<file path="src/ccls_pkg.sv">
`timescale 1ns / 1ps
// ccls_pkg: shared types, op codes and the default connection set
// for the can id range classifier; no dependencies
package ccls_pkg;

    localparam int TABLE_DEPTH_DEF = 32;
    localparam int DFLT_COUNT      = 17;
    localparam int INDEX_W         = 5;
    localparam int COUNT_W         = 6;

    typedef enum logic [1:0] {
        OP_APPEND   = 2'd0,
        OP_FIND_SVC = 2'd1,
        OP_FIND_ID  = 2'd2,
        OP_CLEAR    = 2'd3
    } op_e;

    typedef enum logic {
        S_IDLE,
        S_SCAN
    } state_e;

    typedef struct packed {
        op_e         op;
        logic [3:0]  service;
        logic        direction;
        logic [10:0] cob_id;
        logic [11:0] span;
    } in_word_t;

    typedef struct packed {
        logic               found;
        logic [INDEX_W-1:0] index;
        logic [COUNT_W-1:0] entry_count;
        logic               overflow;
    } out_word_t;

    typedef struct packed {
        logic [3:0]  service;
        logic        direction;
        logic [10:0] base;
        logic [11:0] span;
    } entry_t;

    function automatic entry_t dflt_entry(input logic [4:0] idx);
        entry_t e;
        case (idx)
            5'd0:    e = '{4'd0,  1'b1, 11'h000, 12'd1};
            5'd1:    e = '{4'd1,  1'b1, 11'h080, 12'd1};
            5'd2:    e = '{4'd2,  1'b0, 11'h080, 12'd128};
            5'd3:    e = '{4'd3,  1'b1, 11'h100, 12'd1};
            5'd4:    e = '{4'd4,  1'b0, 11'h180, 12'd128};
            5'd5:    e = '{4'd4,  1'b1, 11'h200, 12'd128};
            5'd6:    e = '{4'd5,  1'b0, 11'h280, 12'd128};
            5'd7:    e = '{4'd5,  1'b1, 11'h300, 12'd128};
            5'd8:    e = '{4'd6,  1'b0, 11'h380, 12'd128};
            5'd9:    e = '{4'd6,  1'b1, 11'h400, 12'd128};
            5'd10:   e = '{4'd7,  1'b0, 11'h480, 12'd128};
            5'd11:   e = '{4'd7,  1'b1, 11'h500, 12'd128};
            5'd12:   e = '{4'd8,  1'b0, 11'h580, 12'd128};
            5'd13:   e = '{4'd8,  1'b1, 11'h600, 12'd128};
            5'd14:   e = '{4'd9,  1'b0, 11'h700, 12'd128};
            5'd15:   e = '{4'd10, 1'b0, 11'h7e4, 12'd1};
            5'd16:   e = '{4'd10, 1'b1, 11'h7e5, 12'd1};
            default: e = '0;
        endcase
        return e;
    endfunction

endpackage

</file>
<file path="src/ccls_entry_store.sv">
`timescale 1ns / 1ps
// ccls_entry_store: connection table memory, one write and one registered read
// port; default set overlays the low entries until the first clear; uses ccls_pkg
module ccls_entry_store
    import ccls_pkg::*;
#(
    parameter int TABLE_DEPTH = TABLE_DEPTH_DEF
)(
    input  logic                           clk,
    input  logic                           wr_en,
    input  logic [$clog2(TABLE_DEPTH)-1:0] wr_addr,
    input  entry_t                         wr_entry,
    input  logic                           rd_en,
    input  logic [$clog2(TABLE_DEPTH)-1:0] rd_addr,
    input  logic                           dflt_live,
    output entry_t                         rd_entry
);

    localparam int AW = $clog2(TABLE_DEPTH);

    entry_t mem [TABLE_DEPTH];
    entry_t rd_entry_reg;

    always_ff @(posedge clk)
    begin
        if (wr_en)
        begin
            mem[wr_addr] <= wr_entry;
        end
    end

    always_ff @(posedge clk)
    begin
        if (rd_en)
        begin
            if (dflt_live && (rd_addr < AW'(DFLT_COUNT)))
            begin
                rd_entry_reg <= dflt_entry(rd_addr[4:0]);
            end
            else
            begin
                rd_entry_reg <= mem[rd_addr];
            end
        end
    end

    assign rd_entry = rd_entry_reg;

endmodule

</file>
<file path="src/ccls_match_unit.sv">
`timescale 1ns / 1ps
// ccls_match_unit: shared compare unit, service/direction equality or
// identifier range test with an unwrapped range end; uses ccls_pkg
module ccls_match_unit
    import ccls_pkg::*;
(
    input  op_e         mode,
    input  logic [3:0]  service,
    input  logic        direction,
    input  logic [10:0] cob_id,
    input  entry_t      entry,
    output logic        hit
);

    logic [12:0] range_end;
    logic        svc_hit;
    logic        id_hit;

    assign range_end = {2'b00, entry.base} + {1'b0, entry.span};
    assign svc_hit   = (entry.service == service) && (entry.direction == direction);
    assign id_hit    = (cob_id >= entry.base) && ({2'b00, cob_id} < range_end);

    always_comb
    begin
        case (mode)
            OP_FIND_SVC: hit = svc_hit;
            OP_FIND_ID:  hit = id_hit;
            default:     hit = 1'b0;
        endcase
    end

endmodule

</file>
<file path="src/can_id_range_classifier_unit.sv">
`timescale 1ns / 1ps
// can_id_range_classifier_unit: top level, command sequencer around the entry
// table and the shared compare unit; uses ccls_pkg, ccls_entry_store, ccls_match_unit
//
// A word is taken when start is high and busy is low; its result appears on
// result for exactly one cycle with done high, and must be taken then. Append
// and clear finish at once: done rises in the cycle after the accept and busy
// never rises, so a new word may follow in the next cycle. Searches walk the
// held entries one per cycle through the table's single read port and the one
// compare unit: busy stays high until a hit or until every held entry has been
// compared, and done comes in the first cycle with busy low. Reset loads the
// 17-entry default set at once, with no clearing pass.
module can_id_range_classifier_unit
    import ccls_pkg::*;
#(
    parameter int TABLE_DEPTH = TABLE_DEPTH_DEF
)(
    input  logic      clk,
    input  logic      rst_n,
    input  logic      start,
    output logic      busy,
    input  in_word_t  cmd,
    output logic      done,
    output out_word_t result
);

    localparam int AW = $clog2(TABLE_DEPTH);
    localparam int CW = $clog2(TABLE_DEPTH + 1);

    state_e          state_reg,     state_next;
    logic [CW-1:0]   held_reg,      held_next;
    logic            dflt_live_reg, dflt_live_next;
    logic [CW-1:0]   addr_reg,      addr_next;
    logic            rd_valid_reg,  rd_valid_next;
    logic [AW-1:0]   cmp_idx_reg,   cmp_idx_next;
    logic            done_reg,      done_next;
    in_word_t        cmd_reg,       cmd_next;
    out_word_t       result_reg,    result_next;

    logic            accept;
    logic            issue;
    logic            hit;
    logic            finish_hit;
    logic            finish_miss;
    logic            wr_en;
    entry_t          wr_entry;
    entry_t          rd_entry;

    assign accept      = start && (state_reg == S_IDLE);
    assign issue       = (state_reg == S_SCAN) && (addr_reg < held_reg);
    assign finish_hit  = (state_reg == S_SCAN) && rd_valid_reg && hit;
    assign finish_miss = (state_reg == S_SCAN) && !rd_valid_reg && (addr_reg == held_reg);
    assign wr_en       = accept && (cmd.op == OP_APPEND) && (held_reg < CW'(TABLE_DEPTH));
    assign wr_entry    = '{cmd.service, cmd.direction, cmd.cob_id, cmd.span};

    ccls_entry_store #(
        .TABLE_DEPTH (TABLE_DEPTH)
    ) u_store (
        .clk       (clk),
        .wr_en     (wr_en),
        .wr_addr   (held_reg[AW-1:0]),
        .wr_entry  (wr_entry),
        .rd_en     (issue),
        .rd_addr   (addr_reg[AW-1:0]),
        .dflt_live (dflt_live_reg),
        .rd_entry  (rd_entry)
    );

    ccls_match_unit u_match (
        .mode      (cmd_reg.op),
        .service   (cmd_reg.service),
        .direction (cmd_reg.direction),
        .cob_id    (cmd_reg.cob_id),
        .entry     (rd_entry),
        .hit       (hit)
    );

    // next state
    always_comb
    begin
        state_next = state_reg;
        case (state_reg)
            S_IDLE:
            begin
                if (accept && ((cmd.op == OP_FIND_SVC) || (cmd.op == OP_FIND_ID)))
                begin
                    state_next = S_SCAN;
                end
            end
            S_SCAN:
            begin
                if (finish_hit || finish_miss)
                begin
                    state_next = S_IDLE;
                end
            end
            default: state_next = S_IDLE;
        endcase
    end

    // datapath and outputs
    always_comb
    begin
        held_next      = held_reg;
        dflt_live_next = dflt_live_reg;
        addr_next      = addr_reg;
        rd_valid_next  = 1'b0;
        cmp_idx_next   = cmp_idx_reg;
        done_next      = 1'b0;
        cmd_next       = cmd_reg;
        result_next    = result_reg;
        case (state_reg)
            S_IDLE:
            begin
                if (accept)
                begin
                    cmd_next  = cmd;
                    addr_next = '0;
                    case (cmd.op)
                        OP_APPEND:
                        begin
                            done_next = 1'b1;
                            if (wr_en)
                            begin
                                held_next   = held_reg + 1'b1;
                                result_next = '{1'b1, INDEX_W'(held_reg),
                                                COUNT_W'(held_reg + 1'b1), 1'b0};
                            end
                            else
                            begin
                                result_next = '{1'b0, '0, COUNT_W'(held_reg), 1'b1};
                            end
                        end
                        OP_CLEAR:
                        begin
                            done_next      = 1'b1;
                            held_next      = '0;
                            dflt_live_next = 1'b0;
                            result_next    = '{1'b0, '0, '0, 1'b0};
                        end
                        default: ;
                    endcase
                end
            end
            S_SCAN:
            begin
                if (finish_hit)
                begin
                    done_next   = 1'b1;
                    result_next = '{1'b1, INDEX_W'(cmp_idx_reg), COUNT_W'(held_reg), 1'b0};
                end
                else if (finish_miss)
                begin
                    done_next   = 1'b1;
                    result_next = '{1'b0, '0, COUNT_W'(held_reg), 1'b0};
                end
                else if (issue)
                begin
                    rd_valid_next = 1'b1;
                    cmp_idx_next  = addr_reg[AW-1:0];
                    addr_next     = addr_reg + 1'b1;
                end
            end
            default: ;
        endcase
    end

    always_ff @(posedge clk or negedge rst_n)
    begin
        if (!rst_n)
        begin
            state_reg     <= S_IDLE;
            held_reg      <= CW'(DFLT_COUNT);
            dflt_live_reg <= 1'b1;
            addr_reg      <= '0;
            rd_valid_reg  <= 1'b0;
            done_reg      <= 1'b0;
        end
        else
        begin
            state_reg     <= state_next;
            held_reg      <= held_next;
            dflt_live_reg <= dflt_live_next;
            addr_reg      <= addr_next;
            rd_valid_reg  <= rd_valid_next;
            done_reg      <= done_next;
        end
    end

    always_ff @(posedge clk)
    begin
        cmp_idx_reg <= cmp_idx_next;
        cmd_reg     <= cmd_next;
        result_reg  <= result_next;
    end

    assign busy   = (state_reg != S_IDLE);
    assign done   = done_reg;
    assign result = result_reg;

`ifndef SYNTHESIS
    a_held_bound : assert property (@(posedge clk) disable iff (!rst_n)
        held_reg <= CW'(TABLE_DEPTH))
        else $error("entry count beyond table depth");

    a_scan_addr : assert property (@(posedge clk) disable iff (!rst_n)
        (state_reg == S_SCAN) |-> (addr_reg <= held_reg))
        else $error("scan address past held entries");

    a_rd_valid_scan : assert property (@(posedge clk) disable iff (!rst_n)
        rd_valid_reg |-> (state_reg == S_SCAN))
        else $error("read data pending outside scan");

    a_hit_result : assert property (@(posedge clk) disable iff (!rst_n)
        finish_hit |=> (done && result.found && !busy))
        else $error("hit not reported");

    a_ovf_excl : assert property (@(posedge clk) disable iff (!rst_n)
        (done && result.overflow) |-> !result.found)
        else $error("overflow together with found");
`endif

endmodule

</file>
<file path="config.mk">
export PLATFORM = sky130hd
export DESIGN_NAME = can_id_range_classifier_unit
export DESIGN_NICKNAME = d
export VERILOG_FILES = /design/src/ccls_pkg.sv /design/src/ccls_entry_store.sv /design/src/ccls_match_unit.sv /design/src/can_id_range_classifier_unit.sv
export SDC_FILE = /design/constraint.sdc
export NUM_CORES = 1
export LEC_CHECK = 0
export BUFFER_PORTS_ARGS = -buffer_cell sky130_fd_sc_hd__buf_4
export CAP_MARGIN = 25
export CELL_PAD_IN_SITES_DETAIL_PLACEMENT = 1
export CELL_PAD_IN_SITES_GLOBAL_PLACEMENT = 1
export CORE_ASPECT_RATIO = 1.25
export CORE_MARGIN = 3
export CORE_UTILIZATION = 35
export DETAILED_ROUTE_END_ITERATION = 8
export HOLD_SLACK_MARGIN = 0.06
export PLACE_DENSITY = 0.51
export SLEW_MARGIN = 20
export SYNTH_ARGS = -nofsm -noshare
export SYNTH_HDL_FRONTEND = slang
export SYNTH_HIERARCHICAL = 1
export SYNTH_SLANG_ARGS = --single-unit
</file>
<file path="constraint.sdc">
create_clock -name clk -period 4.7 [get_ports clk]
set_input_delay 0.705 -clock clk [delete_from_list [all_inputs] [get_ports clk]]
set_output_delay 0.705 -clock clk [all_outputs]
set_load 0.01 [all_outputs]
</file>
---- Word level (Yosys, flattened, before mapping) ----
Memory sizes are Yosys's and may differ from the RTL's.
Cells that the tools add are included.
cells by class
  equality and inequality tests ........... 15
  add/subtract/negate cells ............... 3
  magnitude comparators ................... 5
  bitwise operators ....................... 3
  reduce and logical (&&, ||, !) cells .... 24
  multiplexer cells ....................... 29
operators by type and width
  cell                 number
  $mux 13              4
  $pmux 13 s2          2
  $mux 6               5
  $mux 28              1
  $pmux 6 s2           2
  $add 11x12->13       1
  $lt 11x13->1         1
  $add 6x1->6 const B  2
  $logic_and 1x1->1    12
  $mux 1               12
  $reduce_and 4->1     3
  $ge 11x11->1         1
  $eq 2x2->1 const B   3
  $eq 6x6->1           1
  $lt 6x6->1           1
  $lt 6x6->1 const B   1
  $ne 2x2->1 const B   3
  $ne 3x1->1 const B   2
  $pmux 1 s2           3
  $reduce_and 3->1     2
  $lt 5x5->1 const B   1
  $eq 2x1->1 const B   2
  $eq 4x4->1           1
  $ne 2x1->1 const B   2
  8 further kinds      11
storage, ports and cells
  register bits ........................... 80
  logic and storage cells ................. 100
  input port bits ......................... 33
  memories ................................ 2
  ROM bits ................................ 480
  memory bits (writable) .................. 896
  output and inout bits ................... 15
memories
  memory            depth  bits a word  rd ports  clocked after memory_dff  wr ports  RTL line                source
  u_store.mem       32     28           1         0                         1         ccls_entry_store.sv:21  entry_t mem [TABLE_DEPTH];
  (name not given)  32     15           1         0                         0         ccls_pkg.sv:47          case (idx)

---- Depth between registers and ports, before layout ----
  word-level depth ........................ 8
  depth in mapped cells ................... 18

---- Modules after synthesis ----
The synthesis kept the hierarchy.
by module, submodules not included
  module                        cells each  times used  area an instance (µm²)
  ccls_entry_store              1,851       1           35,928.2
  can_id_range_classifier_unit  190         1           2,371.0
  ccls_match_unit               132         1           1,096.1

---- Worst setup path after synthesis ----
OpenSTA, ideal clock, no wires.
  kind .................................... reg-to-reg
  start ................................... register u_store.rd_entry_reg (netlist bit u_store/rd_entry[1])
  end ..................................... register result_reg (netlist bit result[0]), enable pin
  stages on the path, launching flop included .. 17
  buffers on the path ..................... 1
  clock period less this slack ............ 3.996 ns
  data arrival time ....................... 3.640 ns
  slack ................................... 0.704 ns
  setup time .............................. 0.356 ns
  cells stage by stage .................... edfxtp_1 > ha_1 > a211oi_2 > o21ai_0 > a21o_1 > a21oi_1 > xor2_1 > ha_1 > a21oi_1 > nand2_1 > a2111oi_0 > o21ai_0 > a311oi_2 > and3_1 > clkbuf_1 > a21oi_1 > nand2_1
on the way
  cells in the longest elaborated chain, start to end .. 7
RTL lines
  element                            RTL line                             source
  from (decl)                        ccls_entry_store.sv:22               entry_t rd_entry_reg;
  from (signal assigned)             ccls_entry_store.sv:38               rd_entry_reg <= dflt_entry(rd_addr[4:0]);
  from (signal assigned)             ccls_entry_store.sv:42               rd_entry_reg <= mem[rd_addr];
  $add 11x12->13                     ccls_match_unit.sv:19                assign range_end = {2'b00, entry.base} + {1'b0, entry.span};
  $lt 11x13->1                       ccls_match_unit.sv:21                assign id_hit = (cob_id >= entry.base) && ({2'b00, cob_id} < range_end);
  $logic_and 1x1->1                  ccls_match_unit.sv:21
  $pmux 1 s2                         ccls_match_unit.sv:25                case (mode)
  named net hit                      can_id_range_classifier_unit.sv:42   logic hit;
  $logic_and 1x1->1                  can_id_range_classifier_unit.sv:51   assign finish_hit = (state_reg == S_SCAN) && rd_valid_reg && hit;
  $ne 3x1->1 (no source line)        --
  $reduce_and 3->1 (no source line)  --
  to (signal assigned)               can_id_range_classifier_unit.sv:194  result_reg <= result_next;
  to (decl)                          can_id_range_classifier_unit.sv:38   out_word_t result_reg, result_next;
The timed path passes the listed nets, and every way through them passes these cells.
A chain may end at the register's enable or synchronous reset.

---- Final worst setup path ----
  start ................................... register u_store.rd_entry_reg (netlist bit u_store/rd_entry[12])
  end ..................................... register result_reg (netlist bit result[8]), enable pin
on the way
  cells in the longest elaborated chain, start to end .. 7
  elaborated cells on any way between the ends .. 8
RTL lines
  element                                RTL line
  $add 11x12->13                         ccls_match_unit.sv:19
  $lt 11x13->1                           ccls_match_unit.sv:21
  $logic_and 1x1->1 (*)                  ccls_match_unit.sv:21
  $pmux 1 s2 (*)                         ccls_match_unit.sv:25
  named net hit                          can_id_range_classifier_unit.sv:42
  $logic_and 1x1->1 (*)                  can_id_range_classifier_unit.sv:51
  $ne 3x1->1 (no source line) (*)        --
  $reduce_and 3->1 (no source line) (*)  --
The timed path passes the listed nets; every way through them passes the cells marked *.

==> summary.txt <==
STA
  • Tcrit/Tclk final: 90.08%
  • Top achievable clock speed: 236.2 MHz
  • Worst slew margin: 28.37%
  • Tmin final: 4234 ps
  • Final setup fails: 0
  • Worst slew pin tran: 1073 ps
  • Worst hold slack: 228.7 ps
  • Setup_tns: 0 ps
  • Final Hold Fails: 0
  • RSZ-0062 raised after global routing: false
  • Max Slew Vio Count: 0
  • Fin Clk Skew: 21.09 ps
  • Worst setup slack after layout: 466.1 ps

CTS
  • H-tree Lvls: 3
  • CTS tree: yes
  • Root Buffer: clkbuf_16
  • CTS Buf Count: 98
  • CTS sink count: 976
  • Clock buffer depth: 3
  • Clk_lat worst skew: 690 ps
  • Cts repair resizes: 0
  • Reg clk slew, reported paths: 60 ps

Finish
  • Final Cell Area: 45450 um^2
  • Commonest non-fill, non-tap cell in the layout: edfxtp_1
  • Layout cells sized above 1: 18.82%
  • Final Core Density: 40.73%
  • Most frequent cells in the layout: edfxtp_1 (960), mux2i_1 (297), o22ai_1 (153)
  • # nets final: 2397
  • Area Overhead vs Synth: 15.37%
  • Largest register FFs: 896

Synthesis
  • Cell Area, Synth: 39400 um^2
  • Number of flops mapped to enable cells by yosys: 960
  • Avg Synthesized Cell Area: 18.13 um^2
  • Syn Nets: 2261
  • Mux cell area share after synthesis: 12.81%
  • XOR/XNOR Fraction of Synth Area: 0.3557%
  • Area share of fa/ha/maj cells after synthesis: 1.766%
  • Compound-Gate Fraction of Synth Area: 5.850%
  • Synth Area in Simple Gates: 2.789%
  • Asr flop ratio synth: 1.639%
  • Main combinational cell family by area after synthesis: multiplexers
  • Synth Register Bits: 976
  • Synth Flop Type: edfxtp_1
  • Post-Syn Instances: 2173
  • Yosys warning count: 6
  • Sequential share of the synthesized area: 74.20%
  • Yosys cell types: 79

Global routing
  • Antenna violations before repair: 0
  • Vias in the first global route: 22570
  • First-pass GRT wire length: 169300 um
  • Largest net degree at the start of global routing: 58
  • GR Overflow Total: 0
  • GRT Total Usage: 20.22%

Routing
  • Max layer used: met4
  • Drt drc: 0
  • Routed wirelength normalized by instance count: 30.70 um
  • Via count: 21280
  • Routed metal-1 wirelength: 52290 um
  • Drt pass-1 iters: 5
  • Drt first-iter violations: 1695
  • DR vias/cell: 5.525
  • Routed wl met3: 4222 um
  • Routed wire length: 118200 um
  • WL met2: 58940 um
  • DRT antenna net count: 0

Worst setup path
  • Setup Crit Path Kind: flop to flop
  • CP required: 5070 ps
  • CP endpoint kind: flop
  • Worst R2R End: result[8]$_DFFE_PP_
  • Worst flop-to-flop path startpoint: u_store/rd_entry[12]$_DFFE_PP_
  • Crit path DAT: 4610 ps
  • Worst setup SP type: flop
  • Reg2reg setup slack: 470 ps
  • CP max FO: 13
  • Cells on worst reg2reg path: 17

Floorplan
  • Initial Util: 35.30%
  • IO Pins: 48
  • Core area: 111600 um^2
  • Die area: 116600 um^2
  • Die Ht: 381.1 um
  • Die width: 306.1 um
  • Cell row count: 137

Pwr
  • Switch share: 32.20%
  • Leakage: 15.02 nW
  • Worst vdd ir: 0.3287 mV
  • Clk pwr share: 30.8%
  • Internal power: 17.95 mW
  • Register share of total power: 39.6%
  • Sw power: 8.524 mW
  • Comb pwr share: 29.6%
  • Pwr Density: 582.4 nW/um^2

Worst hold path
  • Hold path startpoint: cmd[28]
  • Hold Crit Endpoint: cmd_reg[28]$_DFFE_PP_
  • HP Class: primary input to flop
  • Hold Path Depth: 1

Run
  • Max-cap violations: 0

Placed design
  • # port buffers: 47
  • Place WS: 502.8 ps
  • GP Congestion: 0.7972
  • DP Wirelength: 70150 um
  • Placed cell area: 42120 um^2

Outcome
  • Status: finished, final reports clean
layout make-up:
type	count	area (um^2)
antenna	1	2.502
sequential	976	29240
inverter	38	142.6
tap	1459	1826
fill	10720	66140
clock inverter	67	740.7
clock buffer	115	2580
multi-input combinational	1049	9564
timing repair buffer	146	1356
metrics by stage:
stage / instances / total power [mW]
2_1_floorplan: 2173 / 15.81
3_3_place_gp: 3666 / 18.49
3_5_place_dp: 3667 / 18.59
6_report: 3851 / 26.47
4_1_cts: 3850 / 26.80
5_1_grt: 3850 / 27.65
power by group through the flow:
stage | sequential [mW] | clock, mW | combinational, mW
2_1_floorplan | 10.5 | 0 | 5.35
3_3_place_gp | 10.7 | 0 | 7.81
3_5_place_dp | 10.7 | 0 | 7.90
4_1_cts | 10.5 | 8.36 | 7.93
5_1_grt | 10.5 | 8.71 | 8.39
6_report | 10.5 | 8.15 | 7.83
timing repair:
action / 4_1_cts / 5_1_grt
hold endpoints to repair: 13 / 0
endpoints found under the setup margin: 0 / 0
buffers inserted: 0 / 0
hold buffers: 1 / 0
worst max-delay path by stage:
stage                                             from                 endpoint  slack (ps)  cells past startpoint
global route            u_store/rd_entry[12]$_DFFE_PP_      result[5]$_DFFE_PP_         190                     17
global placement     u_store/rd_entry[1]$_SDFFCE_PP0P_      result[4]$_DFFE_PP_         590                     16
CTS                     u_store/rd_entry[12]$_DFFE_PP_  addr_reg[1]$_DFFE_PN0P_         450                     17
detailed placement  u_store/rd_entry[16]$_SDFFCE_PP0P_      result[3]$_DFFE_PP_         500                     16
floorplan            u_store/rd_entry[1]$_SDFFCE_PP0P_  result[0]$_SDFFCE_PP0P_         700                     16
finish                  u_store/rd_entry[12]$_DFFE_PP_      result[8]$_DFFE_PP_         470                     17
cells in the mapped netlist (all sizes together), types with 8 or more instances:
cell type,number,area (um^2)
ha,54,675.7
o22ai,153,957.2
o21ai,97,485.5
mux2i,297,2973
nand4,15,93.84
nor2,62,232.7
buf,83,635.6
edfxtp,960,28830
nand2b,11,76.32
dfrtp,13,325.3
a41oi,9,78.83
o211ai,8,60.06
nand3,14,80.08
clkbuf,27,101.4
nor2b,8,50.05
inv,38,142.6
nand2,87,329.1
xor2,10,87.58
mux2,8,90.08
a21oi,24,123.9
mux4,88,1982
cells by family after synthesis:
kind of cell    after synthesis
simple gates                231
fa+ha+maj                    55
mux                         393
xor+xnor                     16
compound gates              354
buf+inv                     148
flops                       976
metal layers:
layer  global-route usage (%)  vias up
met4                    5.894        0
met1                    27.38    11620
li1                         -     9070
met3                    2.374      131
met2                    34.37      453
met5                        0        -
worst max-delay path, cell delays in order (launching register included):
cell,delay [ps]
edfxtp_1,350
ha_1,260
inv_1,80
fa_1,420
nor2b_1,190
o211ai_1,110
a21boi_1,230
nor2_1,100
o21ai_0,230
xnor2_1,150
ha_1,270
a2111oi_0,410
o21ai_0,200
a311oi_2,330
and3_1,220
a21oi_1,70
nand2_1,100
buf_4,210
(Power assumes the default switching activity.)
